**config.mk**
```make
export PLATFORM = sky130hd
export DESIGN_NAME = sdr_regs
export DESIGN_NICKNAME = d
export VERILOG_FILES = /design/src/hdl/sdr_pkg.sv /design/src/hdl/sdr_regs.sv
export SDC_FILE = /design/constraint.sdc
export NUM_CORES = 1
export LEC_CHECK = 0
export BUFFER_PORTS_ARGS = -buffer_cell sky130_fd_sc_hd__buf_2
export CORE_MARGIN = 4
export CORE_UTILIZATION = 45
export CTS_BUF_LIST = sky130_fd_sc_hd__clkbuf_8 sky130_fd_sc_hd__clkbuf_16
export CTS_CLUSTER_DIAMETER = 50
export DETAILED_ROUTE_END_ITERATION = 7
export GPL_TIMING_DRIVEN = 1
export PLACE_DENSITY = 0.74
export SLEW_MARGIN = 0
export SYNTH_ARGS = -nofsm -noshare
export SYNTH_HDL_FRONTEND = slang
export SYNTH_SLANG_ARGS = --single-unit
```
**constraint.sdc**
```tcl
create_clock -name clk_i -period 12.1 [get_ports clk_i]
set_input_delay 1.21 -clock clk_i [delete_from_list [all_inputs] [get_ports clk_i]]
set_output_delay 1.21 -clock clk_i [all_outputs]
set_load 0.05 [all_outputs]
```
**src/hdl/sdr_pkg.sv**
```systemverilog
`default_nettype none
package sdr_pkg;

  // Register indexes, byte address 4*index
  localparam logic [2:0] REG_MIN_DELAY    = 3'd0;
  localparam logic [2:0] REG_START_MULT   = 3'd1;
  localparam logic [2:0] REG_ACCEL_FRAC   = 3'd2;
  localparam logic [2:0] REG_TOTAL_STEPS  = 3'd3;
  localparam logic [2:0] REG_ACCEL_DIS    = 3'd4;

  // Register reset values
  localparam logic [31:0] MIN_DELAY_RST   = 32'd4096;
  localparam logic [7:0]  START_MULT_RST  = 8'd4;
  localparam logic [15:0] ACCEL_FRAC_RST  = 16'd655;
  localparam logic [31:0] TOTAL_STEPS_RST = 32'd0;
  localparam logic [31:0] START_DELAY_RST = 32'd16384;

  // 15 ms in Q20.12
  localparam logic [31:0] LONG_LIMIT = 32'd61440;

  // Register values as seen by the ramp core
  typedef struct packed {
    logic [31:0] min_delay;
    logic [31:0] start_delay;   // min_delay * start_multiplier, saturated
    logic [15:0] accel_fraction;
    logic [31:0] total_steps;
    logic        accel_disable;
  } cfg_t;

endpackage
`default_nettype wire

```
**src/hdl/sdr_regs.sv**
```systemverilog
`default_nettype none
module sdr_regs (
  input  wire logic         clk_i,
  input  wire logic         rst_ni,
  input  wire logic         psel,
  input  wire logic         penable,
  input  wire logic         pwrite,
  input  wire logic [4:0]   paddr,
  input  wire logic [31:0]  pwdata,
  output logic [31:0]       prdata,
  output logic              pready,
  output sdr_pkg::cfg_t     cfg_o
);

  logic [31:0] min_delay_q;
  logic [7:0]  start_mult_q;
  logic [15:0] accel_frac_q;
  logic [31:0] total_steps_q;
  logic        accel_dis_q;
  logic [31:0] start_delay_q, start_delay_d;
  logic [39:0] start_prod;
  logic        wr_en;
  logic [2:0]  idx;

  assign pready = 1'b1;
  assign wr_en  = psel && penable && pwrite && pready;
  assign idx    = paddr[4:2];

  // Start delay product uses the value being written and the held partner
  always_comb begin
    if (idx == sdr_pkg::REG_MIN_DELAY) begin
      start_prod = {8'd0, pwdata} * {32'd0, start_mult_q};
    end else begin
      start_prod = {8'd0, min_delay_q} * {32'd0, pwdata[7:0]};
    end
    start_delay_d = (|start_prod[39:32]) ? 32'hFFFF_FFFF : start_prod[31:0];
  end

  // Register writes
  always_ff @(posedge clk_i or negedge rst_ni) begin
    if (!rst_ni) begin
      min_delay_q   <= sdr_pkg::MIN_DELAY_RST;
      start_mult_q  <= sdr_pkg::START_MULT_RST;
      accel_frac_q  <= sdr_pkg::ACCEL_FRAC_RST;
      total_steps_q <= sdr_pkg::TOTAL_STEPS_RST;
      accel_dis_q   <= 1'b0;
      start_delay_q <= sdr_pkg::START_DELAY_RST;
    end else if (wr_en) begin
      unique case (idx)
        sdr_pkg::REG_MIN_DELAY: begin
          min_delay_q   <= pwdata;
          start_delay_q <= start_delay_d;
        end
        sdr_pkg::REG_START_MULT: begin
          start_mult_q  <= pwdata[7:0];
          start_delay_q <= start_delay_d;
        end
        sdr_pkg::REG_ACCEL_FRAC:  accel_frac_q  <= pwdata[15:0];
        sdr_pkg::REG_TOTAL_STEPS: total_steps_q <= pwdata;
        sdr_pkg::REG_ACCEL_DIS:   accel_dis_q   <= pwdata[0];
        default: ;
      endcase
    end
  end

  // Read back
  always_comb begin
    unique case (idx)
      sdr_pkg::REG_MIN_DELAY:   prdata = min_delay_q;
      sdr_pkg::REG_START_MULT:  prdata = {24'd0, start_mult_q};
      sdr_pkg::REG_ACCEL_FRAC:  prdata = {16'd0, accel_frac_q};
      sdr_pkg::REG_TOTAL_STEPS: prdata = total_steps_q;
      sdr_pkg::REG_ACCEL_DIS:   prdata = {31'd0, accel_dis_q};
      default:                  prdata = 32'd0;
    endcase
  end

  assign cfg_o.min_delay      = min_delay_q;
  assign cfg_o.start_delay    = start_delay_q;
  assign cfg_o.accel_fraction = accel_frac_q;
  assign cfg_o.total_steps    = total_steps_q;
  assign cfg_o.accel_disable  = accel_dis_q;

endmodule
`default_nettype wire

```
# Word-level counts from Yosys, hierarchy flattened

Index checks and enable logic that the tools add are counted.

$mul: 2
Eq/ne operators: 4
Multiplexer cells: 3
Reductions and logical operators: 11

Operators with widths:

| cell                                                 | count |
|---|---|
| case mux 32 bit (5 select lines)                     | 1 |
| multiplier 32 x 8 -> 40 bit                          | 2 |
| two-way mux 40 bit                                   | 1 |
| two-way mux 32 bit                                   | 1 |
| AND reduction 2 bit                                  | 6 |
| OR reduction 8 bit                                   | 1 |
| equality test 3 x 2 -> 1 bit (second input constant) | 2 |
| equality test 3 x 1 -> 1 bit (second input constant) | 1 |
| equality test 3 bit (second input constant)          | 1 |
| logical NOT 3 bit                                    | 1 |
| logical AND 1 bit                                    | 2 |
| OR reduction 2 bit                                   | 1 |

Register bits after elaboration: 121
Input bits: 42
Logic and storage cells: 26

# Longest topological paths before layout

Gate-level depths: netlist of run 1.

Depth after elaboration: 4
Depth in mapped cells: 24
Depth with buffers taken out: 21

# Least setup slack after synthesis of run 1

OpenSTA, ideal clock, no wires.

Path type: input to register
From: input port pwdata[13]
To: register start_delay_q[10]
Arrival: 6.253 ns
Required time: 11.976 ns
Setup slack: 5.723 ns
Stages on the path: 22
Path buffers: 3
Path through: clkbuf_1 -> and2_1 -> fa_1 -> fa_1 -> fa_1 -> inv_1 -> fa_1 -> inv_1 -> ha_1 -> clkbuf_1 -> a21o_1 -> a21oi_1 -> or3b_1 -> o221ai_2 -> o21a_1 -> o31ai_1 -> a221oi_2 -> xor2_1 -> nand4_1 -> o32ai_4 -> buf_6 -> a21oi_2

Cells in the longest elaborated chain, start to end: 4

RTL lines:

| item                        | RTL line       | RTL |
|---|---|---|
| from (decl)                 | sdr_regs.sv:9  | `input wire logic [31:0] pwdata,` |
| multiplier 32 x 8 -> 40 bit | sdr_regs.sv:32 | `start_prod = {8'd0, pwdata} * {32'd0, start_mult_q};` |
| two-way mux 40 bit          | sdr_regs.sv:31 | `if (idx == sdr_pkg::REG_MIN_DELAY) begin` |
| OR reduction 8 bit          | sdr_regs.sv:36 | `start_delay_d = (\|start_prod[39:32]) ? 32'hFFFF_FFFF : start_prod[31:0];` |
| two-way mux 32 bit          | sdr_regs.sv:36 |  |
| to (signal assigned)        | sdr_regs.sv:47 | `start_delay_q <= sdr_pkg::START_DELAY_RST;` |
| to (signal assigned)        | sdr_regs.sv:52 | `start_delay_q <= start_delay_d;` |
| to (signal assigned)        | sdr_regs.sv:56 | `start_delay_q <= start_delay_d;` |
| to (decl)                   | sdr_regs.sv:20 | `logic [31:0] start_delay_q, start_delay_d;` |

Every way passes these cells.
A chain may end at the register's enable or synchronous reset.

# Final worst setup path of run 1

From: input port pwdata[5]
To: register start_delay_q[31]

Cells in the longest elaborated chain, start to end: 4
Elaborated cells between the ends (all ways): 5
Those cells by class: mul (2); mux (2); reduce/logical (1)

RTL lines:

| item                                           | RTL line |
|---|---|
| multiplier 32 x 8 -> 40 bit (on tied branches) | sdr_regs.sv:34, sdr_regs.sv:32 |
| two-way mux 40 bit (*)                         | sdr_regs.sv:31 |
| OR reduction 8 bit                             | sdr_regs.sv:36 |
| two-way mux 32 bit (*)                         | sdr_regs.sv:36 |

Mark *: on every way between the ends. The rest lies on a longest branch, timed or not.

==> results of run 1 <==
metal layers:
layer  vias up  GRT usage (%)
met5         -              0
met4         0           10.4
met3       129           4.90
met2       618           40.9
met1      9013           29.7
li1       7748              -
registers in the layout, summed over array words and instances (netlist names):
register	count
start_delay_q	32
total_steps_q	32
accel_frac_q	16
start_mult_q	8
min_delay_q	32
accel_dis_q	1
where the power goes:
group | total (mW) | internal, mW | switching (mW)
sequential | 0.693 | 0.516 | 0.178
clock | 0.580 | 0.356 | 0.223
combinational | 5.27 | 1.91 | 3.36
worst reg2reg max path, delay by kind of cell, from the launching register on:
kind,cells,cell delay [ps]
flip-flops,1,1240
buffers and inverters,3,570
adder cells (fa/ha/maj),5,2300
XOR/XNOR,1,110
AO/OA/AOI/OAI,6,1430
AND/OR/NAND/NOR,5,1370
final cells by class:
class / instances / area (um^2)
sequential: 121 / 3040
clock buffer: 19 / 453
inverter: 341 / 1280
multi-input combinational: 1827 / 17000
fill: 4495 / 24200
timing repair buffer: 193 / 991
tap: 615 / 769
clock inverter: 12 / 189
synth_stat cells (12+ instances only):
cell / instances / area, um^2
a21o_1: 35 / 263
a21oi_1: 85 / 425
a21oi_2: 30 / 263
a22o_1: 17 / 149
and2_1: 426 / 2670
buf_1: 13 / 48.8
clkbuf_1: 116 / 435
dfrtp_1: 112 / 2800
fa_1: 360 / 7210
ha_1: 120 / 1500
inv_1: 340 / 1280
mux2_2: 58 / 653
mux2i_1: 13 / 130
nand2_1: 258 / 968
nand3_1: 18 / 90.1
nor2_1: 104 / 390
nor2b_1: 14 / 87.6
nor3_1: 18 / 90.1
o21a_1: 12 / 90.1
o21ai_0: 61 / 305
xnor2_1: 31 / 272
xor2_1: 26 / 228
logic make-up (layout without fill, tap and decap cells):
group           after synthesis  in the layout  synth area share (%)
fa+ha+maj                   480            480                  39.8
compound gates              330            330                  10.4
flops                       121            121                  13.9
simple gates                881            881                  21.0
mux                          78             78                  4.30
xor+xnor                     57             57                  2.28
buf+inv                     477            565                  8.34
other cells                   1              1                0.0171
how the worst min path moves through the flow:
stage | startpoint | endpoint | cells after the start
CTS | start_mult_q[1]$_DFFE_PN0P_ | start_mult_q[1]$_DFFE_PN0P_ | 1
floorplan | accel_dis_q$_DFFE_PN0P_ | accel_dis_q$_DFFE_PN0P_ | 1
detailed placement | start_mult_q[1]$_DFFE_PN0P_ | start_mult_q[1]$_DFFE_PN0P_ | 1
global route | start_mult_q[1]$_DFFE_PN0P_ | start_mult_q[1]$_DFFE_PN0P_ | 1
finish | start_mult_q[1]$_DFFE_PN0P_ | start_mult_q[1]$_DFFE_PN0P_ | 1
global placement | start_mult_q[1]$_DFFE_PN0P_ | start_mult_q[1]$_DFFE_PN0P_ | 1
==> flow_summary.toml, run 1 <==
[run_status]
outcome = "finished clean"

[worst_setup_path]
critPathTopFamily = "adder cells"
slowest_delay_ps = 660
end_kind = "flip-flop"
timing.rr.end = "start_delay_q[31]$_DFFE_PN0P_"
critPathSlowestCell = "buf_2"
crit_path_cell_trace = "buf_2 > nand2_1 > fa_1 > fa_1 > inv_1 > fa_1 > inv_1 > fa_1 > inv_1 > ha_1 > o211ai_1 > a21oi_1 > o21a_1 > nor4_1 > o41ai_1 > a221oi_1 > xnor2_1 > nor4_1 > nand4_1 > o32ai_4 > buf_4 > a21oi_1"
critical_path.max_fanout = 44
critPathLaunchType = "input port"
crit_end = "start_delay_q[31]$_DFFE_PN0P_"
cp.required_ps = 12440
worstPathArrival_ps = 7700
critical_path_class = "in2reg"
r2r_slack_ps = 4920
path_common_cell = "fa_1"
startpoint = "pwdata[5]"
ff2ff_path_depth = 20
critPathBufInv = 5
path_depth = 22
reg2reg_from = "start_mult_q[4]$_DFFE_PN0P_"

[route]
drt_iter0_drc = 989
wl_met1_um = 24700
drc = 0
drtPass1Iterations = 5
num_vias = 17500
routed_wl_um = 61800
ant_nets = 0
top_layer_used = "met4"
via_per_inst = 5.60
wl_per_cell_um = 19.8
route.met3.wl_um = 3940
wl_met2_um = 30600

[cts]
cts_hold_buf = 0
cts-resized-gates = 0
cts_tree = "built"
clk_pin_slew_ps = 70
cts_buffer_depth = 2
cts_setup_buffers = 0
clock_sinks = 121
clock_latency_ps = 490
htree_levels = 4
cts-root-buf = "clkbuf_16"
cts-buffers-inserted = 17

[sta]
clock_skew_ps = 10.0
fin_hold_ws_ps = 508
hold_viol_final = 0
max_freq_mhz = 136
worst_pin_slew_ps = 1350
tns_ps = 0
setup_viol = 0
min_period_ps = 7360
setup_slack_ps = 4740
max-slew-margin-rel_pct = 9.80
timing.final.max_slew_violations = 0
rsz0062_at_grt = "false"
min_period_over_period_pct = 60.8

[finish]
diodes = 0
final_cell_mix = "and2_1, fa_1, inv_1"
final_cells = 3128
syn2layout_area_growth_pct = 8.58
final_common_cell = "and2_1"
final_core_util_pct = 49.5
fin_nets = 3023
stdcell_area_um2 = 23800
drive_above_1_share_pct = 13.8

[power_and_ir_drop]
peakVddDrop_v = 0.000145
power.density_nw_per_um2 = 275
leakagePower_nw = 12.1
power.total_mw = 6.54

[die]
die_area_um2 = 52200
start_util_pct = 45.6
ios = 188
die_h_um = 228
die_w_um = 228
row_count = 80
coreArea_um2 = 47900

[global_route]
overflow = 0
grt_pass1_vias = 18600
gr-usage-all-layers_pct = 24.0
antenna_found_initial = 0
grt_pass1_wl_um = 99900
grt_max_degree = 77

[placed_design]
hpwlAfterDp_um = 46400
dp.cells = 3097
dp_slack_ps = 4300
port_buffers = 184
placed_area_um2 = 23100
place.gp.congestion = 0.883

[synthesis]
netlist_area_um2 = 21900
synth_flop_cell = "dfrtp_1"
synth.avg_cell_area_um2 = 9.02
syn_nets = 2947
yosys_warnings = 0
yosysUniqueCellTypes = 75
synth_edf_count = 0
ys_seq_area_share_pct = 13.9
async_reset_ff_share_pct = 100
syn-instance-count = 2425
ys_ff_latch = 121

[job]
maxCapViolations = 0

[min_path]
min_path_type = "reg2reg"
(Power assumes the default switching activity.)
==> run 2: changes to the inputs <==
--- a/config.mk
+++ b/config.mk
@@ -12,7 +12,7 @@
 export CTS_CLUSTER_DIAMETER = 50
 export DETAILED_ROUTE_END_ITERATION = 7
 export GPL_TIMING_DRIVEN = 1
-export PLACE_DENSITY = 0.74
+export PLACE_DENSITY = 0.76
 export SLEW_MARGIN = 0
 export SYNTH_ARGS = -nofsm -noshare
 export SYNTH_HDL_FRONTEND = slang
==> constraint.sdc (replaced) <==
create_clock -name clk_i -period 6 [get_ports clk_i]
set_input_delay 0.6 -clock clk_i [delete_from_list [all_inputs] [get_ports clk_i]]
set_output_delay 0.6 -clock clk_i [all_outputs]
set_load 0.05 [all_outputs]
==> flow_summary.toml, run 2 (synthesis results as in run 1) <==
[run_status]
outcome = "finished, violations left"
violations = "setup timing"

[cts]
clk_pin_slew_ps = 70
clock_sinks = 121
cts_hold_buf = 0
cts-root-buf = "clkbuf_16"
clock_latency_ps = 480
cts_buffer_depth = 2
cts_tree = "built"
cts-buffers-inserted = 17
htree_levels = 4

[worst_setup_path]
timing.rr.end = "start_delay_q[30]$_DFFE_PN0P_"
end_kind = "flip-flop"
critical_path.max_fanout = 8
ff2ff_path_depth = 23
critical_path_class = "reg2reg"
r2r_slack_ps = -6
critPathLaunchType = "flip-flop"
cp.required_ps = 6350
worstPathArrival_ps = 6350
reg2reg_from = "start_mult_q[2]$_DFFE_PN1P_"

[global_route]
grt_pass1_wl_um = 105000
gr-usage-all-layers_pct = 25.0
antenna_found_initial = 3
grt_max_degree = 77
grt_pass1_vias = 19800
overflow = 0

[sta]
max-slew-margin-rel_pct = 15.3
min_period_over_period_pct = 100
min_period_ps = 6010
hold_viol_final = 0
worst_pin_slew_ps = 1270
rsz0062_at_grt = "true"
max_freq_mhz = 166
setup_viol = 4
timing.final.max_slew_violations = 0
setup_slack_ps = -6.41
clock_skew_ps = 12.7

[finish]
largestRegisters = "min_delay_q (32), start_delay_q (32), total_steps_q (32)"
drive_above_1_share_pct = 23.3
final_cells = 3360
fin_nets = 3254
final_core_util_pct = 54.0
diodes = 0
seq_area_um2 = 3050
multiInputGateArea_um2 = 17300
final_cell_mix = "and2_1, fa_1, inv_1"
final_common_cell = "and2_1"
stdcell_area_um2 = 25900
syn2layout_area_growth_pct = 18.5
final.fill_count = 4163

[power_and_ir_drop]
power.total_mw = 15.2
peakVddDrop_v = 0.000381
power.density_nw_per_um2 = 588
leakagePower_nw = 13.3

[job]
maxCapViolations = 0

[route]
drc = 0
wl_per_cell_um = 19.2
via_per_inst = 5.49
num_vias = 18400
drt_iter0_drc = 1171
ant_nets = 0
drtPass1Iterations = 5
routed_wl_um = 64600

[die]
die_w_um = 228
die_area_um2 = 52200
die_h_um = 228
start_util_pct = 45.6
coreArea_um2 = 47900
ios = 188
row_count = 80

[placed_design]
placed_area_um2 = 24800
dp_slack_ps = -481
port_buffers = 184
hpwlAfterDp_um = 51000
place.gp.congestion = 0.931
dp.cells = 3311

[min_path]
min_path_type = "in2async"
## run 2: cell count changes in the layout (fill, tap and decap cells not counted), moves of 8 or more
cell,previous run,this run
a21oi_2,30,40
ha_4,0,8
fa_2,0,8
buf_4,10,226
buf_12,0,8
fa_1,360,352
ha_1,120,110
a21oi_1,85,74
## run 2: area by class of cell
cell class / instances / share of cell area, %
repair buffers: 424 / 11.2
inverters: 341 / 4.94
flip-flops and latches: 121 / 11.8
clock buffers: 19 / 1.75
clock inverters: 13 / 0.546
well taps: 615 / 2.97
multi-input cells: 1827 / 66.9
## run 2: worst max path at each step
stage,cells after the start,slack (ps),from,endpoint
after floorplan,22,230,pwdata[13],start_delay_q[27]$_DFFE_PN0P_
after global placement,22,-330,pwdata[3],start_delay_q[30]$_DFFE_PN0P_
after detailed placement,23,-480,pwdata[3],start_delay_q[31]$_DFFE_PN0P_
after CTS,25,60,start_mult_q[2]$_DFFE_PN1P_,start_delay_q[30]$_DFFE_PN0P_
after global routing,23,-190,start_mult_q[2]$_DFFE_PN1P_,start_delay_q[30]$_DFFE_PN0P_
final,23,-6,start_mult_q[2]$_DFFE_PN1P_,start_delay_q[30]$_DFFE_PN0P_
## run 2: timing repair
action / in CTS / in global routing
pin swaps: 25 / 11
buffers inserted: 13 / 2
hold endpoints to repair: 0 / 0
endpoints found under the setup margin: 32 / 32
gates resized for setup: 58 / 24
gates cloned: 2 / 0
## run 2: metrics by stage
stage / hold slack [ps] / setup TNS, ps
6_report: 293 / -15.9
5_1_grt: 391 / -4640
4_1_cts: 327 / 0
3_5_place_dp: 502 / -14810
3_3_place_gp: 495 / -9880
2_1_floorplan: 304 / 0
## run 2: worst max-delay path: stages, from the launching register on
cell	delay (ps)
dfstp_2	660
buf_4	150
and2_4	130
fa_1	420
fa_2	470
fa_1	500
inv_1	50
fa_1	490
inv_1	70
ha_4	230
a21oi_4	140
o21ai_1	100
or3b_4	420
o221ai_4	210
o21a_1	230
o31ai_1	100
buf_4	160
a221oi_4	260
xor2_1	200
nand4_1	190
o32ai_4	280
buf_6	190
buf_12	150
a21oi_1	70
## run 2: per-layer routing
metal  GRT usage [%]  part of all wire (%)  wire length (um)
met5               0                 0.011                 7
met4            12.9                   5.2              3360
met3            5.11                   7.2              4650
met2            41.5                    49             31700
met1            31.0                    39             24900
## run 2: power breakdown
part | switching [mW] | internal, mW | total (mW)
Clock | 0.473 | 0.635 | 1.11
Combinational | 7.46 | 5.35 | 12.8
Sequential | 0.266 | 1.04 | 1.31
Total | 8.20 | 7.03 | 15.2
==> run 3: changes to the inputs <==
--- a/config.mk
+++ b/config.mk
@@ -10,8 +10,9 @@
 export CORE_UTILIZATION = 45
 export CTS_BUF_LIST = sky130_fd_sc_hd__clkbuf_8 sky130_fd_sc_hd__clkbuf_16
 export CTS_CLUSTER_DIAMETER = 50
+export CTS_CLUSTER_SIZE = 12
 export DETAILED_ROUTE_END_ITERATION = 7
-export GPL_TIMING_DRIVEN = 1
+export GPL_TIMING_DRIVEN = 0
 export PLACE_DENSITY = 0.76
 export SLEW_MARGIN = 0
 export SYNTH_ARGS = -nofsm -noshare
==> flow_summary.toml, run 3 (synthesis results as in run 1) <==
[cts]
clock_latency_ps = 510
clock_sinks = 121
cts_tree = "built"
htree_levels = 4
cts-buffers-inserted = 17
clk_pin_slew_ps = 70
cts_buffer_depth = 2
cts_hold_buf = 0
cts-root-buf = "clkbuf_16"

[power_and_ir_drop]
netSwitchingPower_mw = 8.68
clkPwrFrac_pct = 6.9
swShare_pct = 57.2
seqPwrFrac_pct = 8.9
power.density_nw_per_um2 = 592
combPwrFrac_pct = 84.2
leakagePower_nw = 12.8
peakVddDrop_v = 0.000329
power.total_mw = 15.2
p_int_mw = 6.51

[placed_design]
hpwlAfterDp_um = 58900
dp.cells = 3218
place.gp.congestion = 1.00
port_buffers = 175

[finish]
final_cell_mix = "and2_1, fa_1, inv_1"
syn2layout_area_growth_pct = 17.2
multiInputGateArea_um2 = 17700
final_common_cell = "and2_1"
final.fill_count = 4262
seq_area_um2 = 3080
fin_nets = 3185
drive_above_1_share_pct = 21.5
largestRegisters = "min_delay_q (32), start_delay_q (32), total_steps_q (32)"
final_cells = 3293

[global_route]
grt_max_degree = 64
grt_pass1_vias = 19500
overflow = 0
gr-usage-all-layers_pct = 28.3
antenna_found_initial = 2
grt_pass1_wl_um = 113000

[sta]
max_freq_mhz = 167
min_period_ps = 6000
tns_ps = -7.81
max-slew-margin-rel_pct = 17.0
setup_slack_ps = -2.79
timing.final.max_slew_violations = 0
setup_viol = 3
worst_pin_slew_ps = 1240
hold_viol_final = 0
clock_skew_ps = 17.9
min_period_over_period_pct = 100
rsz0062_at_grt = "true"

[worst_setup_path]
worstPathArrival_ps = 6380
path_common_cell = "fa_1"
critPathLaunchType = "flip-flop"
cp.required_ps = 6380
critical_path.max_fanout = 10
critPathTopFamily = "adder cells"
critPathBufInv = 6
critical_path_class = "reg2reg"
crit_path_cell_trace = "clkbuf_16 > nand2_1 > fa_1 > fa_1 > inv_1 > fa_1 > inv_1 > fa_1 > inv_1 > ha_4 > o211ai_1 > o21ai_2 > o2111a_2 > o221ai_4 > o21a_1 > o31ai_4 > a221oi_2 > xor2_1 > nand4_1 > o32ai_4 > buf_12 > buf_12 > a21oi_2"
slowest_delay_ps = 640
critPathSlowestCell = "dfstp_2"
end_kind = "flip-flop"

[route]
drt_iter0_drc = 1638
routed_wl_um = 75300
via_per_inst = 5.75
ant_nets = 0
drc = 0
wl_per_cell_um = 22.9
drtPass1Iterations = 8
num_vias = 19000

[die]
start_util_pct = 45.6
ios = 188
die_area_um2 = 52200
die_w_um = 228
die_h_um = 228
row_count = 80
coreArea_um2 = 47900

[run_status]
violations = "setup timing"
outcome = "finished, violations left"

[job]
maxCapViolations = 0

[min_path]
min_path_type = "in2async"
==> run 3: metrics by stage <==
stage | setup slack (ps) | util (%) | hold slack (ps) | area, um^2
6_report | -2.79 | 53.5 | 69.2 | 25600
5_1_grt | -111 | 53.5 | 107 | 25600
4_1_cts | -10.4 | 51.9 | 71.4 | 24900
3_5_place_dp | -1780 | 49.2 | 498 | 23600
3_3_place_gp | -1730 | 49.1 | 498 | 23500
2_1_floorplan | 233 | - | 304 | 21900
==> run 3: power by group through the flow <==
| stage | Combinational (mW) | Sequential [mW] | Clock (mW) |
|---|---|---|---|
| global placement | 10.9 | 1.30 | 0 |
| CTS | 11.8 | 1.36 | 1.06 |
| finish | 12.8 | 1.36 | 1.05 |
| floorplan | 7.30 | 1.94 | 0 |
| global route | 13.8 | 1.38 | 1.09 |
| detailed placement | 11.1 | 1.30 | 0 |
==> run 3: path summary, 6_finish.rpt <==
kind	from	to	depth (start not counted)	slack [ps]
max in group asynchronous	rst_ni	min_delay_q[12]$_DFFE_PN1P_	2	5120
min reg2reg	start_delay_q[21]$_DFFE_PN0P_	start_delay_q[21]$_DFFE_PN0P_	2	510
min	rst_ni	start_delay_q[0]$_DFFE_PN0P_	1	70
max	start_mult_q[2]$_DFFE_PN1P_	start_delay_q[1]$_DFFE_PN0P_	23	-3
min in group clk_i	pwdata[15]	accel_frac_q[15]$_DFFE_PN0P_	2	360
max reg2reg	start_mult_q[2]$_DFFE_PN1P_	start_delay_q[1]$_DFFE_PN0P_	23	-3
==> run 3: final cells by class <==
type	count	share of cell area, %
Timing Repair Buffer	241	5.69
Inverter	341	4.99
Buffer	114	3.06
Sequential cell	121	12.0
Clock inverter	12	0.400
Tap cell	615	3.00
Multi-Input combinational cell	1827	69.0
Clock buffer	20	1.82
Antenna cell	2	0.0195
==> run 3: timing repair <==
action	4_1_cts	5_1_grt
gates resized for setup	177	134
pin swaps	22	32
cloned	1	1
endpoints found under the setup margin	32	32
setup buffers	22	40
==> run 3: per-layer routing <==
| metal | vias up | track usage [%] | routed length, um | part of all wire, % |
|---|---|---|---|---|
| met5 | - | 0 | 0 | 0 |
| met4 | 0 | 13.6 | 4000 | 5.3 |
| met3 | 245 | 7.44 | 7450 | 9.9 |
| met2 | 948 | 45.3 | 35100 | 47 |
| met1 | 9665 | 35.7 | 28800 | 38 |
| li1 | 8093 | - | - | - |
